`src/rtl/rap_roundup.sv`:
```
// iterative round-up-to-step-multiple unit, one remainder bit per cycle
module rap_roundup #(
    parameter int VW = 18
) (
    input  logic          clk,
    input  logic          rst_n,
    input  logic          start,
    input  logic [VW-1:0] value,
    input  logic [6:0]    step,
    output logic          done,
    output logic [VW-1:0] result
);

    localparam int CNTW = $clog2(VW + 1);

    logic            busy_reg, busy_next;
    logic [CNTW-1:0] cnt_reg, cnt_next;
    logic [VW-1:0]   shift_reg, shift_next;
    logic [VW-1:0]   orig_reg, orig_next;
    logic [6:0]      step_reg, step_next;
    logic [7:0]      rem_reg, rem_next;
    logic [7:0]      trial;

    always_ff @(posedge clk or negedge rst_n)
    begin
        if (!rst_n)
        begin
            busy_reg <= 1'b0;
            cnt_reg  <= '0;
        end
        else
        begin
            busy_reg <= busy_next;
            cnt_reg  <= cnt_next;
        end
    end

    always_ff @(posedge clk)
    begin
        shift_reg <= shift_next;
        orig_reg  <= orig_next;
        step_reg  <= step_next;
        rem_reg   <= rem_next;
    end

    always_comb
    begin
        busy_next  = busy_reg;
        cnt_next   = cnt_reg;
        shift_next = shift_reg;
        orig_next  = orig_reg;
        step_next  = step_reg;
        rem_next   = rem_reg;
        trial      = {rem_reg[6:0], shift_reg[VW-1]};
        if (start)
        begin
            busy_next  = 1'b1;
            cnt_next   = CNTW'(VW);
            shift_next = value;
            orig_next  = value;
            step_next  = step;
            rem_next   = '0;
        end
        else if (busy_reg)
        begin
            if (cnt_reg == '0)
                busy_next = 1'b0;
            else
            begin
                // restoring remainder step
                rem_next   = (trial >= {1'b0, step_reg}) ? trial - {1'b0, step_reg} : trial;
                shift_next = shift_reg << 1;
                cnt_next   = cnt_reg - 1'b1;
            end
        end
    end

    assign done   = busy_reg && (cnt_reg == '0);
    assign result = (rem_reg == '0) ? orig_reg
                                    : orig_reg + VW'({1'b0, step_reg} - rem_reg);

endmodule

```
`config.mk`:
```
export PLATFORM = sky130hd
export DESIGN_NAME = rap_roundup
export DESIGN_NICKNAME = d
export VERILOG_FILES = /design/src/rtl/rap_roundup.sv
export SDC_FILE = /design/constraint.sdc
export NUM_CORES = 1
export LEC_CHECK = 0
export ABC_CLOCK_PERIOD_IN_PS = 4200
export CAP_MARGIN = 0
export CORE_MARGIN = 4
export CORE_UTILIZATION = 47
export CTS_BUF_LIST = sky130_fd_sc_hd__clkbuf_4
export DETAILED_ROUTE_END_ITERATION = 8
export DONT_BUFFER_PORTS = 1
export HOLD_SLACK_MARGIN = 0.06
export PLACE_DENSITY = 0.69
export SKIP_CTS_REPAIR_TIMING = 1
export SYNTH_ARGS = -nofsm -noshare
export SYNTH_HDL_FRONTEND = slang
export SYNTH_SLANG_ARGS = --single-unit
```
`constraint.sdc`:
```
create_clock -name clk -period 4.2 [get_ports clk]
set_clock_uncertainty 0.2 [all_clocks]
set_input_delay 0.84 -clock clk [delete_from_list [all_inputs] [get_ports clk]]
set_output_delay 0.84 -clock clk [all_outputs]
set_load 0.005 [all_outputs]
```
==> results of run 1 <==
[area by class of cell]
| cell class | count | area (µm²) |
|---|---|---|
| fill | 648 | 3020 |
| multi-input combinational | 275 | 2250 |
| clock buffer | 12 | 90.1 |
| inverter | 30 | 113 |
| sequential | 57 | 1600 |
| timing repair buffer | 63 | 490 |
| tap | 102 | 128 |
| clock inverter | 4 | 67.6 |
[through the flow]
| stage | area (µm²) | hold WS, ns | setup slack [ns] |
|---|---|---|---|
| 6_report | 4740 | 0.327 | -0.730 |
| 3_3_place_gp | 4330 | 0.303 | -0.248 |
| 2_1_floorplan | 3870 | 0.277 | -0.120 |
| 3_5_place_dp | 4330 | 0.310 | -0.401 |
| 4_1_cts | 4490 | -0.0966 | -0.868 |
| 5_1_grt | 4740 | 0.297 | -1.00 |
[routing by layer]
metal | share of wire (%) | vias to the layer above | track usage (%)
met5 | 0 | - | 0
met4 | 1.5 | 0 | 6.18
met3 | 4.2 | 12 | 3.95
met2 | 46 | 53 | 27.1
met1 | 48 | 1339 | 23.8
li1 | - | 1489 | -
[logic make-up after synthesis]
family	after synthesis
AND/OR/NAND/NOR	102
AO/OA/AOI/OAI	89
flip-flops	57
buffers and inverters	41
adder cells (fa/ha/maj)	37
XOR/XNOR	25
multiplexers	22
[worst reg2reg max path: cells and delay by family (launching register included)]
family	cells	cell delay (ns)
adders and majority gates	2	0.61
muxes	1	0.15
buffers and inverters	1	0.15
DFF	1	0.41
and+or+nand+nor	1	0.13
AOI/OAI and AO/OA	5	1.20
[final timing paths]
| kind | cells after the start | startpoint | to |
|---|---|---|---|
| max | 17 | step_reg[0] | result[15] |
| max reg2reg | 10 | step_reg[0] | rem_reg[4] |
| min | 1 | cnt_reg[1] | cnt_reg[1] |
| min reg2reg | 1 | cnt_reg[1] | cnt_reg[1] |
| max in group asynchronous | 1 | rst_n | busy_reg |
| min in group asynchronous | 1 | rst_n | cnt_reg[4] |
[Yosys cell counts (7+ instances only)]
master / count / area share, %
clkbuf_1: 10 / 0.99
nor3_1: 7 / 0.93
nor2b_1: 7 / 1.2
ha_1: 34 / 11
a21oi_1: 29 / 3.8
a21o_1: 7 / 1.4
nor4_1: 7 / 1.2
dfxtp_1: 8 / 4.2
nand2_1: 28 / 2.8
xor2_1: 7 / 1.6
nor2_1: 26 / 2.6
edfxtp_1: 43 / 34
xnor2_1: 18 / 4.2
inv_1: 30 / 3.0
mux2_2: 17 / 5.1
o21ai_0: 17 / 2.3
==> summary.txt, run 1 <==
Worst setup path
  – Crit path buffers/inverters: 1
  – Worst Setup End Kind: output port
  – CP max-delay cell: edfxtp_1
  – R2R setup slack: 1.28 ns
  – CP Data Required Time: 3.16 ns
  – Max FO, Critical Path: 4
  – Worst-path cell chain: inv_1 -> ha_2 -> fa_2 -> nor2b_1 -> o21a_1 -> o21ai_2 -> nand2b_1 -> a21oi_2 -> xnor2_1 -> ha_1 -> a21oi_2 -> o21a_1 -> o21ai_2 -> o21a_1 -> o311a_1 -> o21a_1 -> o31ai_2
  – CP arrival: 3.89 ns
  – CP max stage delay: 0.41 ns
  – Most frequent CP cell: o21a_1
  – Setup CP Type: register to output port
  – CP startpoint kind: register
  – Cell family with most CP delay: compound AO/OA/AOI/OAI gates

STA
  – Final worst-path cycle share: 117%
  – PnR worst setup slack: -0.730 ns
  – TNS Setup: -6.28 ns
  – Setup violations, final: 13
  – Relative slew slack: 39.2%
  – Endpoints failing hold: 0
  – Minimum clock period: 4.93 ns
  – Slew @ Worst Pin: 0.913 ns
  – Fmax: 203 MHz
  – RSZ-0062 raised after global routing: yes
  – Max-slew violations: 0

Floorplanning
  – Die Width: 97.7 µm
  – Floorplan row count: 32
  – Die footprint: 9540 µm²
  – Starting Density: 48.6%
  – Io pins: 47
  – Core footprint: 7770 µm²
  – Die height: 97.7 µm

Synth
  – Flip-flop and latch count after synthesis: 57
  – Main combinational cell family by area after synthesis: compound AO/OA/AOI/OAI gates
  – Yosys warns: 0
  – Synth Area in XOR/XNOR: 5.80%
  – Synth unique cells: 47
  – EDFF count, synth: 43
  – Syn Std Cell Area: 3780 µm²
  – Post-Synth Simple-Gate Area: 13.1%
  – Synth Net Count: 438
  – Compound-Gate Fraction of Synth Area: 15.3%
  – Synth Instances: 373
  – Async S/R FF share, synth: 10.5%
  – Mean area per synthesized cell: 10.1 µm²
  – Synth Area in Adders: 12.9%
  – Post-synth top flop: edfxtp_1
  – Mux contribution to synthesized area: 6.39%
  – Seq/Total Area, Yosys: 42.4%

CTS
  – Clk sinks: 57
  – Root Driver: clkbuf_4
  – CTS tree: yes
  – H-tree Lvls: 3
  – Insertion delay to the later sink of the worst-skew pair: 0.38 ns
  – CTS Buf Count: 9
  – Bufs on Longest Clock Path: 2
  – Clock slew at reported path FFs: 0.09 ns

Drt
  – WL/cell: 16.1 µm
  – Pre-Repair DR Iteration Count: 4
  – DR DRC count: 0
  – Initial DRC count: 126
  – Vias per inst: 5.33
  – Wirelength, routed: 8.75 mm
  – Vias: 2,893
  – Post-route antenna net violation count: 0

Layout
  – Ratio of cells with drive above 1 in the final layout: 32.0%
  – Fin cells: 543
  – # diodes: 0
  – Post-layout util: 61.1%
  – Syn-to-layout area delta: 25.6%
  – Most common cell after layout, fill and taps aside: buf_4
  – Layout net count: 501
  – Most frequent cells in the layout: buf_4, edfxtp_1, inv_1, ha_1, nor2_1

Placement
  – GPL Wtd Cong: 0.879
  – Cell count after placement: 515
  – # port buffers: 0
  – Final HPWL DP: 6.41 mm

Global route
  – Largest net degree at the start of global routing: 60
  – First-pass GRT wire length: 13.3 mm
  – Initial antenna violation count: 0
  – Total Routing Usage GR: 17.4%
  – Vias in the first global route: 2,764
  – GRT overflow: 0

Status
  – Status: complete, but fails checks
  – Violated checks: negative setup slack

Run
  – Max-Cap Viols: 0

Worst hold path
  – Tightest Hold Check Type: register to register
Power of run 1 is left out: the tool's default activity adds up to more than one toggle a clock period on the data nets, which glitch-free logic cannot reach.
==> run 2: changes to the inputs <==
--- a/config.mk
+++ b/config.mk
@@ -6,7 +6,6 @@
 export NUM_CORES = 1
 export LEC_CHECK = 0
 export ABC_CLOCK_PERIOD_IN_PS = 4200
-export CAP_MARGIN = 0
 export CORE_MARGIN = 4
 export CORE_UTILIZATION = 47
 export CTS_BUF_LIST = sky130_fd_sc_hd__clkbuf_4
@@ -14,7 +13,9 @@
 export DONT_BUFFER_PORTS = 1
 export HOLD_SLACK_MARGIN = 0.06
 export PLACE_DENSITY = 0.69
+export REMOVE_ABC_BUFFERS = 1
 export SKIP_CTS_REPAIR_TIMING = 1
+export SLEW_MARGIN = 30
 export SYNTH_ARGS = -nofsm -noshare
 export SYNTH_HDL_FRONTEND = slang
 export SYNTH_SLANG_ARGS = --single-unit
==> summary.txt, run 2 (same netlist as run 1, synthesis figures left out) <==
Layout
  – Ratio of cells with drive above 1 in the final layout: 31.1% (-0.89 points)
  – Fin cells: 546 (+0.55%)
  – Filler cells: 637 (-1.7%)
  – # diodes: 0 (unchanged)
  – Layout net count: 504 (+0.60%)
  – Most common cell after layout, fill and taps aside: buf_4
  – Most frequent cells in the layout: buf_4, edfxtp_1, inv_1
  – Syn-to-layout area delta: 24.7%

Global route
  – First-pass GRT wire length: 13.9 mm (+4.2%)
  – Grt peak-use layer: met2
  – Total Routing Usage GR: 18.1% (+0.72 points)
  – Met2 global-route usage: 28.5% (+1.4 points)
  – Largest net degree at the start of global routing: 60 (unchanged)
  – Initial antenna violation count: 0 (unchanged)
  – GR Layer Usage met1: 24.1% (+0.35 points)
  – GRT overflow: 0 (unchanged)
  – Vias in the first global route: 2,848 (+3.0%)
  – Routing usage on met3: 4.38% (+0.43 points)

CTS
  – CTS tree: yes
  – Clk sinks: 57 (unchanged)
  – Clock slew at reported path FFs: 0.10 ns (about the same)
  – Insertion delay to the later sink of the worst-skew pair: 0.40 ns (+0.02 ns)
  – H-tree Lvls: 3 (unchanged)
  – Bufs on Longest Clock Path: 2 (unchanged)
  – CTS Buf Count: 9 (unchanged)
  – Root Driver: clkbuf_4

Placement
  – Final HPWL DP: 6.49 mm (+1.3%)
  – # port buffers: 0 (unchanged)
  – GPL Wtd Cong: 0.887 (+0.91%)
  – Cell count after placement: 526 (+2.1%)

STA
  – Final worst-path cycle share: 119% (+1.4 points)
  – Fmax: 200 MHz (-1.2%)
  – RSZ-0062 raised after global routing: yes
  – PnR worst setup slack: -0.789 ns (-0.0591 ns)
  – Relative slew slack: 54.4% (+15 points)
  – Max-slew violations: 0 (unchanged)
  – Slew @ Worst Pin: 0.683 ns (-0.229 ns)
  – Setup violations, final: 11 (-2)
  – Endpoints failing hold: 0 (unchanged)
  – Hold slack final: 0.317 ns (-0.0104 ns)
  – Minimum clock period: 4.99 ns (+0.0591 ns)

Drt
  – Initial DRC count: 144 (+14%)
  – WL/cell: 16.4 µm (+2.1%)
  – Vias: 2,996 (+3.6%)
  – DR DRC count: 0 (unchanged)
  – Wirelength, routed: 8.98 mm (+2.6%)
  – Post-route antenna net violation count: 0 (unchanged)
  – Pre-Repair DR Iteration Count: 4 (unchanged)
  – Vias per inst: 5.49 (+3.0%)

Worst setup path
  – CP startpoint kind: register
  – CP arrival: 3.95 ns (+0.06 ns)
  – Worst Setup End Kind: output port
  – CP Data Required Time: 3.16 ns (about the same)
  – Setup CP Type: register to output port
  – CP max stage delay: 0.51 ns (+0.10 ns)
  – CP max-delay cell: or4_1
  – Max FO, Critical Path: 5 (+1)
  – Worst-path cell chain: inv_1 -> ha_2 -> fa_2 -> nor2b_1 -> o21a_1 -> o21ai_2 -> a211oi_2 -> inv_2 -> ha_4 -> nand2_2 -> or3_4 -> a21oi_4 -> nor4_2 -> or4_1 -> nand3_1 -> xnor2_1

Floorplanning
  – Starting Density: 48.6% (unchanged)
  – Core footprint: 7770 µm² (unchanged)
  – Die Width: 97.7 µm (unchanged)
  – Die height: 97.7 µm (unchanged)
  – Floorplan row count: 32 (unchanged)
  – Io pins: 47 (unchanged)
  – Die footprint: 9540 µm² (unchanged)

Status
  – Status: complete, but fails checks
  – Violated checks: negative setup slack

Run
  – Max-Cap Viols: 0 (unchanged)

Worst hold path
  – Tightest Hold Check Type: primary input to register
[run 2: path summary, 6_finish.rpt]
check | startpoint | endpoint | slack, ns | depth (start not counted)
setup reg to reg | step_reg[0] | rem_reg[4] | 1.32 | 10
hold / removal | start | rem_reg[3] | 0.32 | 1
setup / recovery | step_reg[0] | result[17] | -0.79 | 16
hold reg to reg | cnt_reg[1] | cnt_reg[1] | 0.33 | 1
min in group asynchronous | rst_n | cnt_reg[4] | 0.54 | 1
max in group asynchronous | rst_n | cnt_reg[0] | 3.05 | 1
[run 2: final cells by class]
| class | instances | area, µm² | area share, % |
|---|---|---|---|
| Sequential cell | 57 | 1600 | 34.0 |
| Tap cell | 102 | 128 | 2.71 |
| Clock inverter | 5 | 56.3 | 1.19 |
| Multi-Input combinational cell | 275 | 2220 | 47.2 |
| Clock buffer | 11 | 82.6 | 1.75 |
| Timing Repair Buffer | 66 | 509 | 10.8 |
| Inverter | 30 | 113 | 2.39 |
[run 2: worst max-delay path: cells and delay by family, from the launching register on]
family                   cells  cell delay (ns)
flip-flops                   1             0.36
XOR/XNOR                     1             0.16
AO/OA/AOI/OAI                4             0.67
AND/OR/NAND/NOR              6             1.31
buffers and inverters        2             0.21
adder cells (fa/ha/maj)      3             0.86
[run 2: routing by layer]
metal	vias up	part of all wire, %
met1	1401	43
met2	87	48
met5	-	0
li1	1492	-
met3	16	6.8
met4	0	2.2
[run 2: stage by stage]
stage / setup slack [ns] / util [%] / TNS, ns / area [µm²]
detailed placement: -0.537 / 55.7 / -3.39 / 4330
CTS: -1.01 / 57.5 / -8.61 / 4460
finish: -0.789 / 60.7 / -5.81 / 4710
floorplan: -0.388 / - / -1.68 / 3730
global placement: -0.498 / 55.7 / -2.86 / 4330
global route: -1.01 / 60.7 / -8.46 / 4710
Power of run 2 is left out for the same reason.
==> run 3: changes to the inputs <==
--- a/config.mk
+++ b/config.mk
@@ -12,6 +12,7 @@
 export DETAILED_ROUTE_END_ITERATION = 8
 export DONT_BUFFER_PORTS = 1
 export HOLD_SLACK_MARGIN = 0.06
+export MAX_ROUTING_LAYER = met4
 export PLACE_DENSITY = 0.69
 export REMOVE_ABC_BUFFERS = 1
 export SKIP_CTS_REPAIR_TIMING = 1
==> summary.txt, run 3 (same netlist as run 1, synthesis figures left out) <==
Worst setup path
  – CP Data Required Time: 3.16 ns (about the same)
  – Worst Setup End Kind: output port
  – Worst-path cell chain: ha_1 -> nor2b_1 -> o21a_1 -> o21ai_2 -> buf_4 -> nand2b_4 -> a21oi_2 -> xnor2_1 -> ha_1 -> and3_4 -> a221o_1 -> a21oi_2 -> o21ai_2 -> a2111oi_2 -> a21oi_1 -> a41oi_1 -> buf_4
  – CP max stage delay: 0.42 ns (-0.09 ns)
  – CP arrival: 4.07 ns (+0.12 ns)
  – Max FO, Critical Path: 4 (-1)
  – Crit path launch: step_reg[2]
  – Reg-to-reg critical path startpoint: step_reg[0]
  – Setup CP Type: register to output port
  – CP startpoint kind: register
  – CP max-delay cell: edfxtp_1

STA
  – Final worst-path cycle share: 122% (+2.8 points)
  – Setup violations, final: 11 (unchanged)
  – Slew @ Worst Pin: 0.681 ns (-0.00218 ns)
  – Relative slew slack: 54.6% (+0.15 points)
  – Fmax: 196 MHz (-2.3%)
  – RSZ-0062 raised after global routing: yes
  – PnR worst setup slack: -0.906 ns (-0.117 ns)
  – Minimum clock period: 5.11 ns (+0.117 ns)
  – Endpoints failing hold: 0 (unchanged)
  – Max-slew violations: 0 (unchanged)

Status
  – Violated checks: negative setup slack
  – Status: complete, but fails checks

Global route
  – Vias in the first global route: 2,957 (+3.8%)
  – GRT overflow: 0 (unchanged)
  – Total Routing Usage GR: 19.0% (+0.85 points)
  – First-pass GRT wire length: 14.2 mm (+2.1%)
  – Initial antenna violation count: 0 (unchanged)
  – Largest net degree at the start of global routing: 60 (unchanged)

Layout
  – Syn-to-layout area delta: 26.2%
  – Layout net count: 506 (+0.40%)
  – Post-route cell area: 4770 µm² (+1.2%)
  – # diodes: 0 (unchanged)
  – Ratio of cells with drive above 1 in the final layout: 33.6% (+2.6 points)
  – Most common cell after layout, fill and taps aside: buf_4
  – Most frequent cells in the layout: buf_4, edfxtp_1, inv_1, ha_1
  – Filler cells: 632 (-0.78%)
  – Storage element area: 1600 µm² (unchanged)
  – Area of the multi-input gates: 2290 µm² (+2.9%)

Floorplanning
  – Io pins: 47 (unchanged)
  – Die footprint: 9540 µm² (unchanged)
  – Die height: 97.7 µm (unchanged)
  – Core footprint: 7770 µm² (unchanged)
  – Die Width: 97.7 µm (unchanged)
  – Starting Density: 48.6% (unchanged)
  – Floorplan row count: 32 (unchanged)

CTS
  – CTS Buf Count: 9 (unchanged)
  – H-tree Lvls: 3 (unchanged)
  – Insertion delay to the later sink of the worst-skew pair: 0.41 ns (about the same)
  – Root Driver: clkbuf_4
  – Clk sinks: 57 (unchanged)
  – Bufs on Longest Clock Path: 2 (unchanged)
  – CTS tree: yes
  – Clock slew at reported path FFs: 0.10 ns (about the same)

Worst hold path
  – Hold Path Origin: start
  – Tightest Hold Check Type: primary input to register

Drt
  – DR DRC count: 0 (unchanged)
  – WL/cell: 16.9 µm (+2.9%)
  – Vias per inst: 5.63 (+2.7%)
  – Post-route antenna net violation count: 0 (unchanged)
  – Pre-Repair DR Iteration Count: 4 (unchanged)
  – Wirelength, routed: 9.27 mm (+3.2%)
  – Vias: 3,087 (+3.0%)
  – Initial DRC count: 170 (+18%)

Placement
  – GPL Wtd Cong: 0.888 (about the same)
  – Dpl cell area: 4320 µm² (-0.17%)
  – Final HPWL DP: 6.51 mm (+0.29%)
  – # port buffers: 0 (unchanged)

Run
  – Max-Cap Viols: 0 (unchanged)
[run 3: changes by cell type in the layout (fill, tap and decap cells not counted), sizes merged]
cell	delta
buf	+2
bufinv	-1
clkinv	+2
clkinvlp	-1
[run 3: path summary, 6_finish.rpt]
check | slack (ns) | end | cells past startpoint
worst min-delay path | 0.30 | rem_reg[3] | 1
worst min register to register | 0.34 | cnt_reg[1] | 1
worst max register to register | 1.21 | rem_reg[2] | 10
max in group asynchronous | 3.03 | cnt_reg[0] | 1
worst max-delay path | -0.91 | result[16] | 17
min in group asynchronous | 0.53 | busy_reg | 1
[run 3: worst max-delay path, delay by kind of cell, from the launching register on]
family / cells / cell delay [ns]
compound gates: 9 / 1.78
fa+ha+maj: 2 / 0.70
flops: 1 / 0.42
simple gates: 3 / 0.37
buf+inv: 2 / 0.31
xor+xnor: 1 / 0.09
[run 3: layer usage]
metal / track usage (%) / share of wire (%) / up-vias
li1: - / - / 1499
met1: 24.5 / 42 / 1465
met2: 29.5 / 49 / 100
met3: 3.95 / 7.0 / 23
met4: 7.03 / 1.9 / 0
met5: - / 0 / -
[run 3: area by class of cell]
cell class                 count  share of cell area, %
multi-input combinational    275                   48.0
timing repair buffer          68                   11.0
sequential                    57                   33.6
tap                          102                   2.68
inverter                      30                   2.36
clock buffer                  11                   1.73
clock inverter                 5                  0.682
[run 3: stage by stage]
step	setup WS [ns]	setup TNS (ns)	std cells	hold slack [ns]	util [%]
after floorplan	-0.388	-1.68	362	0.263	-
after global placement	-0.537	-3.15	525	0.295	55.6
after detailed placement	-0.567	-3.50	525	0.304	55.6
after CTS	-1.04	-9.00	541	-0.103	57.1
after global routing	-1.04	-9.02	548	0.280	61.4
final	-0.906	-6.62	548	0.301	61.4
Power of run 3 is left out for the same reason.
